$ cat src/rtl/core/lfbr_pkg.sv
// ----------------------------------------------------------------------------
// lfbr_pkg: shared types and constants of the LSB-first bit reader
// Item and result formats, queue entry format, opcode and command codes.
// ----------------------------------------------------------------------------
package lfbr_pkg;

  // Field and state widths
  localparam int OPCODE_W = 3;
  localparam int BITS_W   = 6;
  localparam int ADDR_W   = 12;
  localparam int DATA_W   = 8;
  localparam int VALUE_W  = 32;
  localparam int COUNT_W  = 13;
  localparam int POS_W    = 17;
  localparam int PADDR_W  = 2;

  localparam logic [POS_W-1:0]  POS_MAX  = '1;
  localparam logic [BITS_W-1:0] MAX_BITS = 6'd32;

  // Input opcodes
  localparam logic [OPCODE_W-1:0] OP_WRITE   = 3'd0;
  localparam logic [OPCODE_W-1:0] OP_READ    = 3'd1;
  localparam logic [OPCODE_W-1:0] OP_LOOK    = 3'd2;
  localparam logic [OPCODE_W-1:0] OP_ADVANCE = 3'd3;
  localparam logic [OPCODE_W-1:0] OP_REWIND  = 3'd4;

  // Classified command kinds carried through the queue
  localparam logic [2:0] K_NOP     = 3'd0;
  localparam logic [2:0] K_WRITE   = 3'd1;
  localparam logic [2:0] K_READ    = 3'd2;
  localparam logic [2:0] K_LOOK    = 3'd3;
  localparam logic [2:0] K_ADVANCE = 3'd4;
  localparam logic [2:0] K_REWIND  = 3'd5;

  // Register byte addresses
  localparam logic [PADDR_W-1:0] REG_BYTE_COUNT = 2'd0;

  typedef struct packed {
    logic [OPCODE_W-1:0] opcode;
    logic [BITS_W-1:0]   bit_count;
    logic [ADDR_W-1:0]   byte_address;
    logic [DATA_W-1:0]   byte_data;
  } item_t;

  typedef struct packed {
    logic [VALUE_W-1:0] value;
    logic               overflow;
  } result_t;

  typedef struct packed {
    logic [2:0]        kind;
    logic [BITS_W-1:0] count;
    logic [ADDR_W-1:0] byte_address;
    logic [DATA_W-1:0] byte_data;
  } cmd_t;

  // Queue status (valid, full) as seen by the back end
  typedef struct packed {
    logic valid;
    logic full;
  } q_status_t;

endpackage

$ cat src/rtl/core/lfbr_front.sv
// ----------------------------------------------------------------------------
// lfbr_front: item intake and classification
// Takes a transaction on start, decodes the opcode into a command kind and
// clamps the bit count to 32 before the command enters the queue.
// ----------------------------------------------------------------------------
module lfbr_front (
  input  logic            start,
  input  logic            busy,
  input  lfbr_pkg::item_t item,
  output logic            push,
  output lfbr_pkg::cmd_t  cmd
);
  import lfbr_pkg::*;

  assign push = start && !busy;

  // Opcode to command kind; bit counts above 32 behave as 32
  always_comb begin
    case (item.opcode)
      OP_WRITE:   cmd.kind = K_WRITE;
      OP_READ:    cmd.kind = K_READ;
      OP_LOOK:    cmd.kind = K_LOOK;
      OP_ADVANCE: cmd.kind = K_ADVANCE;
      OP_REWIND:  cmd.kind = K_REWIND;
      default:    cmd.kind = K_NOP;
    endcase
    cmd.count        = (item.bit_count > MAX_BITS) ? MAX_BITS : item.bit_count;
    cmd.byte_address = item.byte_address;
    cmd.byte_data    = item.byte_data;
  end

endmodule

$ cat config.mk
export PLATFORM = sky130hd
export DESIGN_NAME = lfbr_front
export DESIGN_NICKNAME = d
export VERILOG_FILES = /design/src/rtl/core/lfbr_pkg.sv /design/src/rtl/core/lfbr_front.sv
export SDC_FILE = /design/constraint.sdc
export NUM_CORES = 1
export LEC_CHECK = 0
export BUFFER_PORTS_ARGS = -buffer_cell sky130_fd_sc_hd__buf_2
export CAP_MARGIN = 20
export CORE_AREA = 5 5 42 44
export DETAILED_ROUTE_END_ITERATION = 10
export DIE_AREA = 0 0 47 49
export PLACE_DENSITY = 0.66
export SLEW_MARGIN = 5
export SYNTH_ARGS = -nofsm -noshare
export SYNTH_HDL_FRONTEND = slang
export SYNTH_SLANG_ARGS = --single-unit
$ cat constraint.sdc
create_clock -name vclk -period 0.8
set_clock_uncertainty 0.2 [all_clocks]
set_input_delay 0.16 -clock vclk [all_inputs]
set_output_delay 0.16 -clock vclk [all_outputs]
set_load 0.005 [all_outputs]
* Word level (Yosys, flattened, before mapping)
Index checks and enable logic that the tools add are counted.
** Storage, ports and cells
- Input port bits :: 31
- Flip-flop bits (word level) :: 0
- Output and inout port bits :: 30
- Word-level logic and storage cells :: 10
** Cells by class
- Reduce and logical (&&, ||, !) cells :: 3
- $lt $le $gt $ge :: 1
- Muxes and demuxes :: 2
- Equality and inequality tests :: 4
** Operators with widths (count)
- $pmux 3 s5 :: 1
- $eq 3x2->1 const B :: 2
- $gt 6x6->1 const B :: 1
- $mux 6 :: 1
- $eq 3x1->1 const B :: 1
- $eq 3x3->1 const B :: 1
- $logic_not 3->1 :: 1
- $logic_and 1x1->1 :: 1
- $logic_not 1->1 :: 1

* Longest topological paths before layout
- Depth in word-level cells :: 2
- Gate-level depth with buffers :: 2
- Depth with buffers taken out :: 2

* Least setup slack after synthesis
Ideal clock, no wire load.
- Kind :: input to output
- Start :: input port item[26] in the netlist's numbering
- End :: output port cmd[28] in the netlist's numbering
- Cell stages on the path :: 2
- Required time :: 440 ps
- Slack :: 17 ps
- Data arrival time :: 423 ps
- Path buffers :: 0
- Cell sequence :: nand2b_1 > o22ai_1
** RTL lines
- start: declaration :: RTL line lfbr_front.sv:9 : input lfbr_pkg::item_t item,
- end: declaration :: RTL line lfbr_front.sv:11 : output lfbr_pkg::cmd_t cmd

==> impl_metrics.prom <==
# TYPE chip_impl_metric gauge
chip_impl_metric{name="synth_cell_area",unit="um^2"} 225
chip_impl_metric{name="grt_antenna_before_repair",unit=""} 0
chip_impl_info{name="synth.most_common_cell",value="sky130_fd_sc_hd__buf_4"} 1
chip_impl_metric{name="final_antenna_net_count",unit=""} 0
chip_impl_info{name="outcome",value="complete, but fails checks"} 1
chip_impl_metric{name="diodes",unit=""} 0
chip_impl_info{name="cp_top_delay_family",value="buffers and inverters"} 1
chip_impl_metric{name="routed_wl",unit="um"} 651
chip_impl_info{name="synth.cells.most_frequent",value="20 x sky130_fd_sc_hd__buf_4, 6 x sky130_fd_sc_hd__nor2b_1"} 1
chip_impl_metric{name="first_global_vias",unit=""} 161
chip_impl_metric{name="timing.final.setup_violations",unit=""} 9
chip_impl_metric{name="net_count_synth",unit=""} 64
chip_impl_metric{name="route.detailed.drc",unit=""} 0
chip_impl_metric{name="gp_congestion",unit=""} 0.418
chip_impl_metric{name="post_drt_via_cell_ratio",unit=""} 4.24
chip_impl_metric{name="placement_rows",unit=""} 14
chip_impl_metric{name="clock_buffer_count",unit=""} 0
chip_impl_metric{name="timing.hold.ws",unit="ns"} 0.120
chip_impl_metric{name="vias",unit=""} 208
chip_impl_metric{name="share_of_the_clock_period_used_by_the_worst_path",unit="%"} 124
chip_impl_metric{name="yosysWarningCount",unit=""} 0
chip_impl_metric{name="layout_setup_ws",unit="ns"} -0.194
chip_impl_info{name="timing.critical_path.slowest_stage_cell",value="sky130_fd_sc_hd__buf_2"} 1
chip_impl_metric{name="power.density",unit="nW/um^2"} 497
chip_impl_metric{name="yosysTopAreaCellShare",unit="%"} 66.7
chip_impl_metric{name="fin_nets",unit=""} 66
chip_impl_metric{name="maximum_fanout_encountered_on_the_critical_timing_path",unit=""} 4
chip_impl_metric{name="grt_max_degree",unit=""} 7
chip_impl_metric{name="grt_pass1_wl",unit="um"} 634
chip_impl_metric{name="detailedPlace.worstSlack",unit="ns"} -0.263
chip_impl_metric{name="placed_area",unit="um^2"} 196
chip_impl_metric{name="finalNonFillerCells",unit=""} 49
chip_impl_metric{name="flops_and_latches",unit=""} 0
chip_impl_metric{name="dieArea",unit="um^2"} 2300
chip_impl_metric{name="floorplan.io_pins",unit=""} 61
chip_impl_metric{name="placed_cells_incl_taps",unit=""} 49
chip_impl_info{name="worst_hold_path_type",value="in -> out"} 1
chip_impl_metric{name="fmax",unit="MHz"} 1010
chip_impl_metric{name="drt-initial-drc-count",unit=""} 0
chip_impl_metric{name="fp.coreArea",unit="um^2"} 1400
chip_impl_metric{name="place.port_buffers",unit=""} 21
chip_impl_info{name="failed_checks",value="negative setup slack"} 1
chip_impl_metric{name="initial_core_utilization",unit="%"} 16.1
chip_impl_metric{name="power_leakage",unit="nW"} 0.162
chip_impl_metric{name="maxSlewHeadroom",unit="%"} 90.8
chip_impl_metric{name="cts_hold_buffers",unit=""} 0
chip_impl_metric{name="maxCapViolations",unit=""} 0
chip_impl_metric{name="final_area",unit="um^2"} 304
chip_impl_info{name="critical_path_cell_by_cell",value="buf_8 -> nand2b_4 -> o22ai_2 -> buf_2"} 1
chip_impl_metric{name="drt_first_pass_iters",unit=""} 1
chip_impl_metric{name="area_delta_synth_final",unit="%"} 35.0
chip_impl_metric{name="fillCellCount",unit=""} 146
chip_impl_metric{name="wl_per_cell",unit="um"} 13.3
chip_impl_metric{name="timing.final.max_slew_violations",unit=""} 0
chip_impl_metric{name="floorplan.die.height",unit="um"} 49
chip_impl_metric{name="worstSetupPathDepth",unit=""} 4
chip_impl_metric{name="netlist-cell-type-count",unit=""} 9
chip_impl_metric{name="cp.arrival",unit="ns"} 0.63
chip_impl_metric{name="post_route_cells_drive_above_1_share",unit="%"} 81.8
chip_impl_metric{name="ys_seq_area_share",unit="%"} 0
chip_impl_metric{name="postSynthCellCount",unit=""} 33
chip_impl_metric{name="critPathRequiredTime",unit="ns"} 0.44
chip_impl_metric{name="grt_util_all_layers",unit="%"} 3.58
chip_impl_metric{name="globalRouteOverflowTotal",unit=""} 0
chip_impl_info{name="hold_path_startpoint",value="item[10]"} 1
chip_impl_metric{name="avgSynthCellArea",unit="um^2"} 6.82
chip_impl_info{name="worstSetupEndpointType",value="output pin"} 1
chip_impl_metric{name="area.sequential",unit="um^2"} 0
chip_impl_info{name="synthDominantAreaCellType",value="sky130_fd_sc_hd__buf_4"} 1
chip_impl_info{name="holdPathEnd",value="cmd[10]"} 1
chip_impl_metric{name="ir_drop",unit="mV"} 0.0642
chip_impl_metric{name="timing.critical_path.buf_inv",unit=""} 2
chip_impl_info{name="yosys-top-cells-area",value="sky130_fd_sc_hd__buf_4 67%, sky130_fd_sc_hd__nor2b_1 17%, sky130_fd_sc_hd__xnor2_1 3.9%"} 1
chip_impl_info{name="rsz0062_at_grt",value="yes"} 1
chip_impl_metric{name="min_period",unit="ns"} 0.994
chip_impl_metric{name="timing.hold.worst_path_depth",unit=""} 0
chip_impl_info{name="worstSetupPathType",value="in -> out"} 1
chip_impl_metric{name="final.setup.tns",unit="ns"} -0.699
chip_impl_metric{name="die_width",unit="um"} 47
chip_impl_metric{name="hold_violations",unit=""} 0
chip_impl_metric{name="timing.critical_path.slowest_cell_delay",unit="ns"} 0.14
chip_impl_metric{name="worst-slew-pin-transition",unit="ns"} 0.138
chip_impl_info{name="setup.worst_path.start_class",value="input port"} 1
[logic make-up after synthesis]
| logic type | Yosys count | share of synthesized area [%] |
|---|---|---|
| buffers and inverters | 21 | 68.3 |
| AOI/OAI and AO/OA | 2 | 5.00 |
| xor gates and xnor gates | 1 | 3.89 |
| and+or+nand+nor | 9 | 22.8 |
[routing by layer]
metal | vias up | wire [um] | global-route usage (%)
li1 | 82 | - | -
met1 | 85 | 98 | 1.30
met2 | 27 | 290 | 7.69
met3 | 14 | 209 | 0.738
met4 | 0 | 53 | 4.15
met5 | - | 0 | 0
[stage by stage]
step,power [mW],utilization (%)
after floorplan,0.112,-
after global placement,0.0879,14.0
after detailed placement,0.0912,14.0
after CTS,0.125,18.8
after global routing,0.162,21.7
final,0.151,21.7
[cells in the final DEF (no fill, tap or decap)]
master,netlist,routed
sky130_fd_sc_hd__buf_2,0,12
sky130_fd_sc_hd__a21oi_1,1,1
sky130_fd_sc_hd__nand2b_4,0,1
sky130_fd_sc_hd__buf_6,0,7
sky130_fd_sc_hd__nand2_2,0,1
sky130_fd_sc_hd__nor2_1,1,1
sky130_fd_sc_hd__buf_12,0,1
sky130_fd_sc_hd__xnor2_2,0,1
sky130_fd_sc_hd__nor2b_1,6,4
sky130_fd_sc_hd__o22ai_2,0,1
sky130_fd_sc_hd__buf_8,0,1
sky130_fd_sc_hd__nor2b_4,0,2
[what timing repair did]
item / CTS / global route
hold endpoints to repair: 0 / 0
gates resized for setup: 13 / 10
endpoints found under the setup margin: 9 / 9
pin swaps: 2 / 1
buffers inserted: 0 / 0
[how the worst max path moves through the flow]
stage,to,start
2_1_floorplan,cmd[28],item[26]
3_3_place_gp,cmd[28],item[26]
3_5_place_dp,cmd[28],item[26]
4_1_cts,cmd[27],item[27]
5_1_grt,cmd[28],item[26]
6_report,cmd[28],item[26]
[power by group]
| group | total, mW | switching, mW | internal [mW] |
|---|---|---|---|
| registers | 0 | 0 | 0 |
| logic | 0.151 | 0.0505 | 0.101 |
| clock network | 0 | 0 | 0 |
[final cells by class]
class	count	area [um^2]	share of cell area (%)
repair buffers	21	174	57.2
multi-input cells	12	110	36.2
well taps	16	20.0	6.58
(Power assumes the default switching activity.)
