==> config.mk <==
export PLATFORM = sky130hd
export DESIGN_NAME = lfbr_queue
export DESIGN_NICKNAME = d
export VERILOG_FILES = /design/src/rtl/core/lfbr_pkg.sv /design/src/rtl/core/lfbr_queue.sv
export SDC_FILE = /design/constraint.sdc
export NUM_CORES = 1
export LEC_CHECK = 0
export BUFFER_PORTS_ARGS = -buffer_cell sky130_fd_sc_hd__buf_4
export CORE_UTILIZATION = 30
export CTS_CLUSTER_SIZE = 20
export DETAILED_ROUTE_END_ITERATION = 7
export GPL_ROUTABILITY_DRIVEN = 0
export GPL_TIMING_DRIVEN = 0
export SYNTH_ARGS = -nofsm -noshare
export SYNTH_HDL_FRONTEND = slang
export SYNTH_SLANG_ARGS = --single-unit
==> constraint.sdc <==
create_clock -name clk -period 2.05 [get_ports clk]
set_input_delay 0.41 -clock clk [delete_from_list [all_inputs] [get_ports clk]]
set_output_delay 0.41 -clock clk [all_outputs]
set_load 0.05 [all_outputs]
==> src/rtl/core/lfbr_pkg.sv <==
// ----------------------------------------------------------------------------
// lfbr_pkg: shared types and constants of the LSB-first bit reader
// Item and result formats, queue entry format, opcode and command codes.
// ----------------------------------------------------------------------------
package lfbr_pkg;

  // Field and state widths
  localparam int OPCODE_W = 3;
  localparam int BITS_W   = 6;
  localparam int ADDR_W   = 12;
  localparam int DATA_W   = 8;
  localparam int VALUE_W  = 32;
  localparam int COUNT_W  = 13;
  localparam int POS_W    = 17;
  localparam int PADDR_W  = 2;

  localparam logic [POS_W-1:0]  POS_MAX  = '1;
  localparam logic [BITS_W-1:0] MAX_BITS = 6'd32;

  // Input opcodes
  localparam logic [OPCODE_W-1:0] OP_WRITE   = 3'd0;
  localparam logic [OPCODE_W-1:0] OP_READ    = 3'd1;
  localparam logic [OPCODE_W-1:0] OP_LOOK    = 3'd2;
  localparam logic [OPCODE_W-1:0] OP_ADVANCE = 3'd3;
  localparam logic [OPCODE_W-1:0] OP_REWIND  = 3'd4;

  // Classified command kinds carried through the queue
  localparam logic [2:0] K_NOP     = 3'd0;
  localparam logic [2:0] K_WRITE   = 3'd1;
  localparam logic [2:0] K_READ    = 3'd2;
  localparam logic [2:0] K_LOOK    = 3'd3;
  localparam logic [2:0] K_ADVANCE = 3'd4;
  localparam logic [2:0] K_REWIND  = 3'd5;

  // Register byte addresses
  localparam logic [PADDR_W-1:0] REG_BYTE_COUNT = 2'd0;

  typedef struct packed {
    logic [OPCODE_W-1:0] opcode;
    logic [BITS_W-1:0]   bit_count;
    logic [ADDR_W-1:0]   byte_address;
    logic [DATA_W-1:0]   byte_data;
  } item_t;

  typedef struct packed {
    logic [VALUE_W-1:0] value;
    logic               overflow;
  } result_t;

  typedef struct packed {
    logic [2:0]        kind;
    logic [BITS_W-1:0] count;
    logic [ADDR_W-1:0] byte_address;
    logic [DATA_W-1:0] byte_data;
  } cmd_t;

  // Queue status (valid, full) as seen by the back end
  typedef struct packed {
    logic valid;
    logic full;
  } q_status_t;

endpackage

==> src/rtl/core/lfbr_queue.sv <==
// ----------------------------------------------------------------------------
// lfbr_queue: two-entry command queue
// Decouples intake from execution; full stalls the front, empty idles the back.
// ----------------------------------------------------------------------------
module lfbr_queue (
  input  logic                 clk,
  input  logic                 rst,
  input  logic                 push,
  input  lfbr_pkg::cmd_t       push_cmd,
  input  logic                 pop,
  output lfbr_pkg::cmd_t       head,
  output lfbr_pkg::q_status_t  status
);
  import lfbr_pkg::*;

  cmd_t       entries [2];
  logic       wr_ptr;
  logic       rd_ptr;
  logic [1:0] count;

  // Storage
  always_ff @(posedge clk) begin
    if (push) begin
      entries[wr_ptr] <= push_cmd;
    end
  end

  // Pointers and fill level
  always_ff @(posedge clk) begin
    if (rst) begin
      wr_ptr <= 1'b0;
      rd_ptr <= 1'b0;
      count  <= 2'd0;
    end else begin
      if (push) begin
        wr_ptr <= !wr_ptr;
      end
      if (pop) begin
        rd_ptr <= !rd_ptr;
      end
      if (push && !pop) begin
        count <= count + 2'd1;
      end else if (pop && !push) begin
        count <= count - 2'd1;
      end
    end
  end

  assign head         = entries[rd_ptr];
  assign status.valid = (count != 2'd0);
  assign status.full  = (count == 2'd2);

  // Checks
  a_no_push_full: assert property (@(posedge clk) disable iff (rst)
    !(push && status.full)) else $error("push into full queue");
  a_no_pop_empty: assert property (@(posedge clk) disable iff (rst)
    !(pop && !status.valid)) else $error("pop from empty queue");
  a_fill_grows: assert property (@(posedge clk) disable iff (rst)
    (push && !pop) |=> (count == $past(count) + 2'd1))
    else $error("queue level did not grow");

endmodule

# [Word level (Yosys, flattened, before mapping)]
# Memories as Yosys holds them, arrays and structs flattened. A register that Yosys moved wholly into a read port is not among the register bits.
# Cells that the tools add are included.
[totals] register_bits=4 mem_bits_rw=58 out_inout_bits=31 word_cells=21 memories=1
[classes] addsub=2 eq_ne=1 n_mux=6 n_reduce_logical=8
[memory_table] name="entries" depth=2 width=29 rd=1 rd_clocked_by_memory_dff=1 wr=1 line_no="lfbr_queue.sv:16" text="cmd_t entries [2];"
[op_table] op="$logic_not 1->1" count=4
[op_table] op="$mux 1" count=4
[op_table] op="$mux 2" count=2
[op_table] op="$reduce_bool 2->1" count=2
[op_table] op="$add 2x1->2 const B" count=1
[op_table] op="$eq 2x2->1 const B" count=1
[op_table] op="$logic_and 1x1->1" count=2
[op_table] op="$sub 2x1->2 const B" count=1

# [Longest topological paths before layout]
[logic_depth] word_depth=4 depth_mapped=5 ltp_nobuf=5

# [Least setup slack after synthesis]
# OpenSTA, ideal clock, no wires.
[synth_timing] path_kind="input -> register" start="in push" end="mem entries[0][0] (netlist bit), enable pin" setup_ns=0.418 arrival_time_ns=1.729 t_required_ns=1.632 path_slack_ns=-0.098 stages=1 path_cell_list="nor2b_1"
[synth_between] elab_chain_len=2
[synth_lines] element="start: declaration" line_no="lfbr_queue.sv:8" text="input logic push,"
[synth_lines] element="$mux 1" line_no="lfbr_queue.sv:23" text="if (push) begin"
[synth_lines] element="$mux 1 (not written as such)" line_no="lfbr_queue.sv:24" text="entries[wr_ptr] <= push_cmd;"
[synth_lines] element="end: declaration" line_no="lfbr_queue.sv:16"
# Every way passes these cells.

==> results.md <==
Critical path:
- Measured in cells, the most critical reg-to-reg path has a length of 1.
- In this run the critical register-to-register path is captured at entries[1][3].
- The arrival time of data at the critical path endpoint is 1.54 ns.
- In this run the worst path has a maximum fanout of 10.
- The cell at the slowest stage of the critical path is mux2_2.
- The worst setup path is launched from a flop.
- The buffers plus inverters on the worst setup path is 3.
- The worst setup path category is flop to output port.
- STA puts the critical path data required time at 1.64 ns.
- The worst register-to-register path begins at wr_ptr.
- The critical path's most frequent cell is buf_6.
- Broken down by cell family, the worst path's largest delay share belongs to buffers and inverters.
- The kind of end point of the critical path is an output port.
- Walking the worst path, the cells encountered are buf_6 > buf_6 > mux2_2 > buf_4.
- The count of cell instances traversed by the critical path is 4.
- For this run, the slowest stage of the critical path takes 0.35 ns.
- Setup slack on the worst reg-to-reg path comes out at 0.60 ns.

Worst hold path:
- The class of the tightest hold or removal check is input port to flop.
- The worst hold endpoint is entries[0][1].
- The cell depth of the worst min-delay path is 1.
- The worst hold path begins at push_cmd[1].

Pwr:
- The maximum resistive drop on vdd is 0.000363 V.
- For this design the ratio of total power to cell area is 1110 nW/µm².
- The leakage power total is 1.20 nW.
- Power comes to 0.00351 W.

GRT:
- Global routing consumed, over all layers together, 10.1% of the routing resources.
- The maximum number of pins on one net before global-route repair is 30.
- The remaining global-route overflow is 0.
- The via count of the first global-routing pass is 1,122.
- The number of antenna violations at the first check in global routing is 0.
- The first global-routing pass estimated 5600 µm of wire.

Clock network:
- After clock tree synthesis, the clock-pin slew on the worst setup and hold paths is 0.07 ns.
- The post-CTS setup-driven buffer insertion count is 0.
- The maximum clock path buffer count is 2.
- The later pin in the worst-skew pair is clocked with a latency of 0.33 ns.
- The clock buffer count from CTS is 9.
- The H-tree was split into 3 levels.
- TritonCTS built the clock tree.
- In this run the clock root is driven by a clkbuf_8.
- The clock net in this run drives a total of 63 sinks.

Cells and area:
- Fill cells in the final layout number 637.
- The most frequent standard cell in the layout excluding fill and tap cells is buf_4.
- The finished cells cover 3170 µm².
- The number of antenna diodes in the final layout is 0.
- Cells fill 43.2% of the core in the end.
- In the layout the commonest cells are buf_4 (63), edfxtp_1 (58), mux2_2 (29).
- Cells with a size suffix above 1 make up 59.2% of the layout.
- The layout overhead on the synthesized area is 37.7%.
- After the last flow step, the layout net total stands at 220.

STA:
- Hold is met by 0.255 ns.
- At the pin with the least slew margin, the transition time is 0.884 ns.
- Setup violations remaining at the end of the flow were counted as 0.
- The final number of max-transition violations is 0.
- On the final layout, the worst clock skew is 0.00403 ns.
- In the finished design, the share of the clock period the worst path needs comes to 95.0%.
- The setup slack after layout is 0.102 ns.
- The number of failing hold endpoints at the final stage is 0.
- Setup repair after global routing left no endpoint under its margin.
- The post-layout minimum cycle time is 1.95 ns.
- Based on the critical path, the design can be clocked at up to 0.513 GHz.
- The worst slew margin relative to its limit is 40.9%.

Synth:
- The number of unique standard cell types used by synthesis is 18.
- The summed instance area of the synthesized netlist is 2300 µm².
- Synthesis inferred 63 register bits.
- The count of warnings emitted by yosys is 0.
- Counting every instance in the synthesized netlist gives 112.
- The average size of a mapped cell is 20.6 µm².
- The share of the yosys chip area belonging to registers is 80.0%.
- The number of nets in the synthesized netlist is 146.

Floorplan:
- The overall die area is 8030 µm².
- The site row count is 31.
- The die height is 89.6 µm.
- The region available for standard cell placement spans 7330 µm².
- Once the floorplan was initialized, standard cells occupied 31.4% of the core.
- During I/O placement, the number of pins put on the boundary was 64.
- The horizontal die dimension is 89.6 µm.

Placement:
- The HPWL after detailed placement is 2400 µm.
- The cell area after placement is 2910 µm².
- The number of buffer cells added on primary ports is 63.
- The minimum setup slack after placement is 0.348 ns.

Detailed routing:
- After detailed routing, the number of remaining DRC violations is 0.
- The remaining antenna violation count is 0.
- The detailed router finished its first iteration with 40 violations.
- Dividing the detail-routed wire length by the instance count gives 13.3 µm.
- Summing over every cut layer, the via total after detailed routing is 1,223.
- The aggregate routed wire length is 3860 µm.
- The average via count per standard cell is 4.22.
- The number of iterations in the first detailed-routing pass is 4.

Flow run:
- Across the run, the number of max-cap violations was 0.

Run status:
- The run finished with clean final reports.
registers in the layout (all words and copies together), names as in the netlist, named ones only:
| signal | count |
|---|---|
| entries | 58 |
| wr_ptr | 1 |
| count | 2 |
| rd_ptr | 1 |
repair_timing:
action	4_1_cts	5_1_grt
setup endpoints to repair	0	6
resized for setup	0	1
hold buffers	0	0
per-stage QoR:
| stage | TNS (ns) | std cells |
|---|---|---|
| 3_3_place_gp | -6.21 | 274 |
| 6_report | 0 | 290 |
| 4_1_cts | 0 | 290 |
| 3_5_place_dp | 0 | 274 |
| 5_1_grt | 0 | 290 |
| 2_1_floorplan | 0 | 112 |
cell usage after synthesis (all sizes together):
| cell | count | area share (%) |
|---|---|---|
| edfxtp | 58 | 76 |
| mux2 | 29 | 14 |
| dfxtp | 5 | 4.3 |
| nor2 | 4 | 0.65 |
| buf | 3 | 1.0 |
| xnor2 | 2 | 0.76 |
| xor2 | 2 | 0.76 |
| a21oi | 1 | 0.22 |
| and2 | 1 | 0.27 |
| and2b | 1 | 0.38 |
| ha | 1 | 0.54 |
| inv | 1 | 0.16 |
| nor2b | 1 | 0.27 |
| o21ai | 1 | 0.22 |
| or2 | 1 | 0.27 |
| or3 | 1 | 0.27 |
cells by family (layout without fill, tap and decap cells):
| family | Yosys count | after routing | synth area share [%] |
|---|---|---|---|
| DFF | 63 | 63 | 80.0 |
| muxes | 29 | 29 | 14.2 |
| and+or+nand+nor | 9 | 9 | 2.12 |
| xor gates and xnor gates | 4 | 4 | 1.52 |
| buffers and inverters | 4 | 83 | 1.20 |
| AOI/OAI and AO/OA | 2 | 2 | 0.434 |
| adders and majority gates | 1 | 1 | 0.543 |
routing by layer:
layer | part of all wire [%] | track usage (%)
met2 | 47 | 14.8
met4 | 1.1 | 4.76
met1 | 44 | 12.1
met5 | 0 | 0
met3 | 8.1 | 5.58
power by group:
part	leakage [nW]	switching [W]	internal (W)
combinational	0.490	0.000383	0.000218
clock	0.125	0.000465	0.000922
sequential	0.586	0.0000226	0.00150
layout make-up:
type                    count  area [µm²]  area share [%]
clock inverters             7         135            4.26
inverters                   1        3.75           0.118
repair buffers             63         473            14.9
flip-flops and latches     63        1840            58.1
multi-input cells          45         442            13.9
clock buffers               9         124            3.91
well taps                  99         124            3.91
plain buffers               3        27.5           0.868
worst max path at each step:
stage	end	slack, ns	start
5_1_grt	head[7]	0.01	flop
3_3_place_gp	entries[0][16]	-0.18	push
4_1_cts	head[19]	0.03	flop
2_1_floorplan	entries[0][0]	0.44	push
3_5_place_dp	entries[0][16]	0.35	push
6_report	head[19]	0.10	flop
Note: power is estimated with default switching activity, not from simulation.
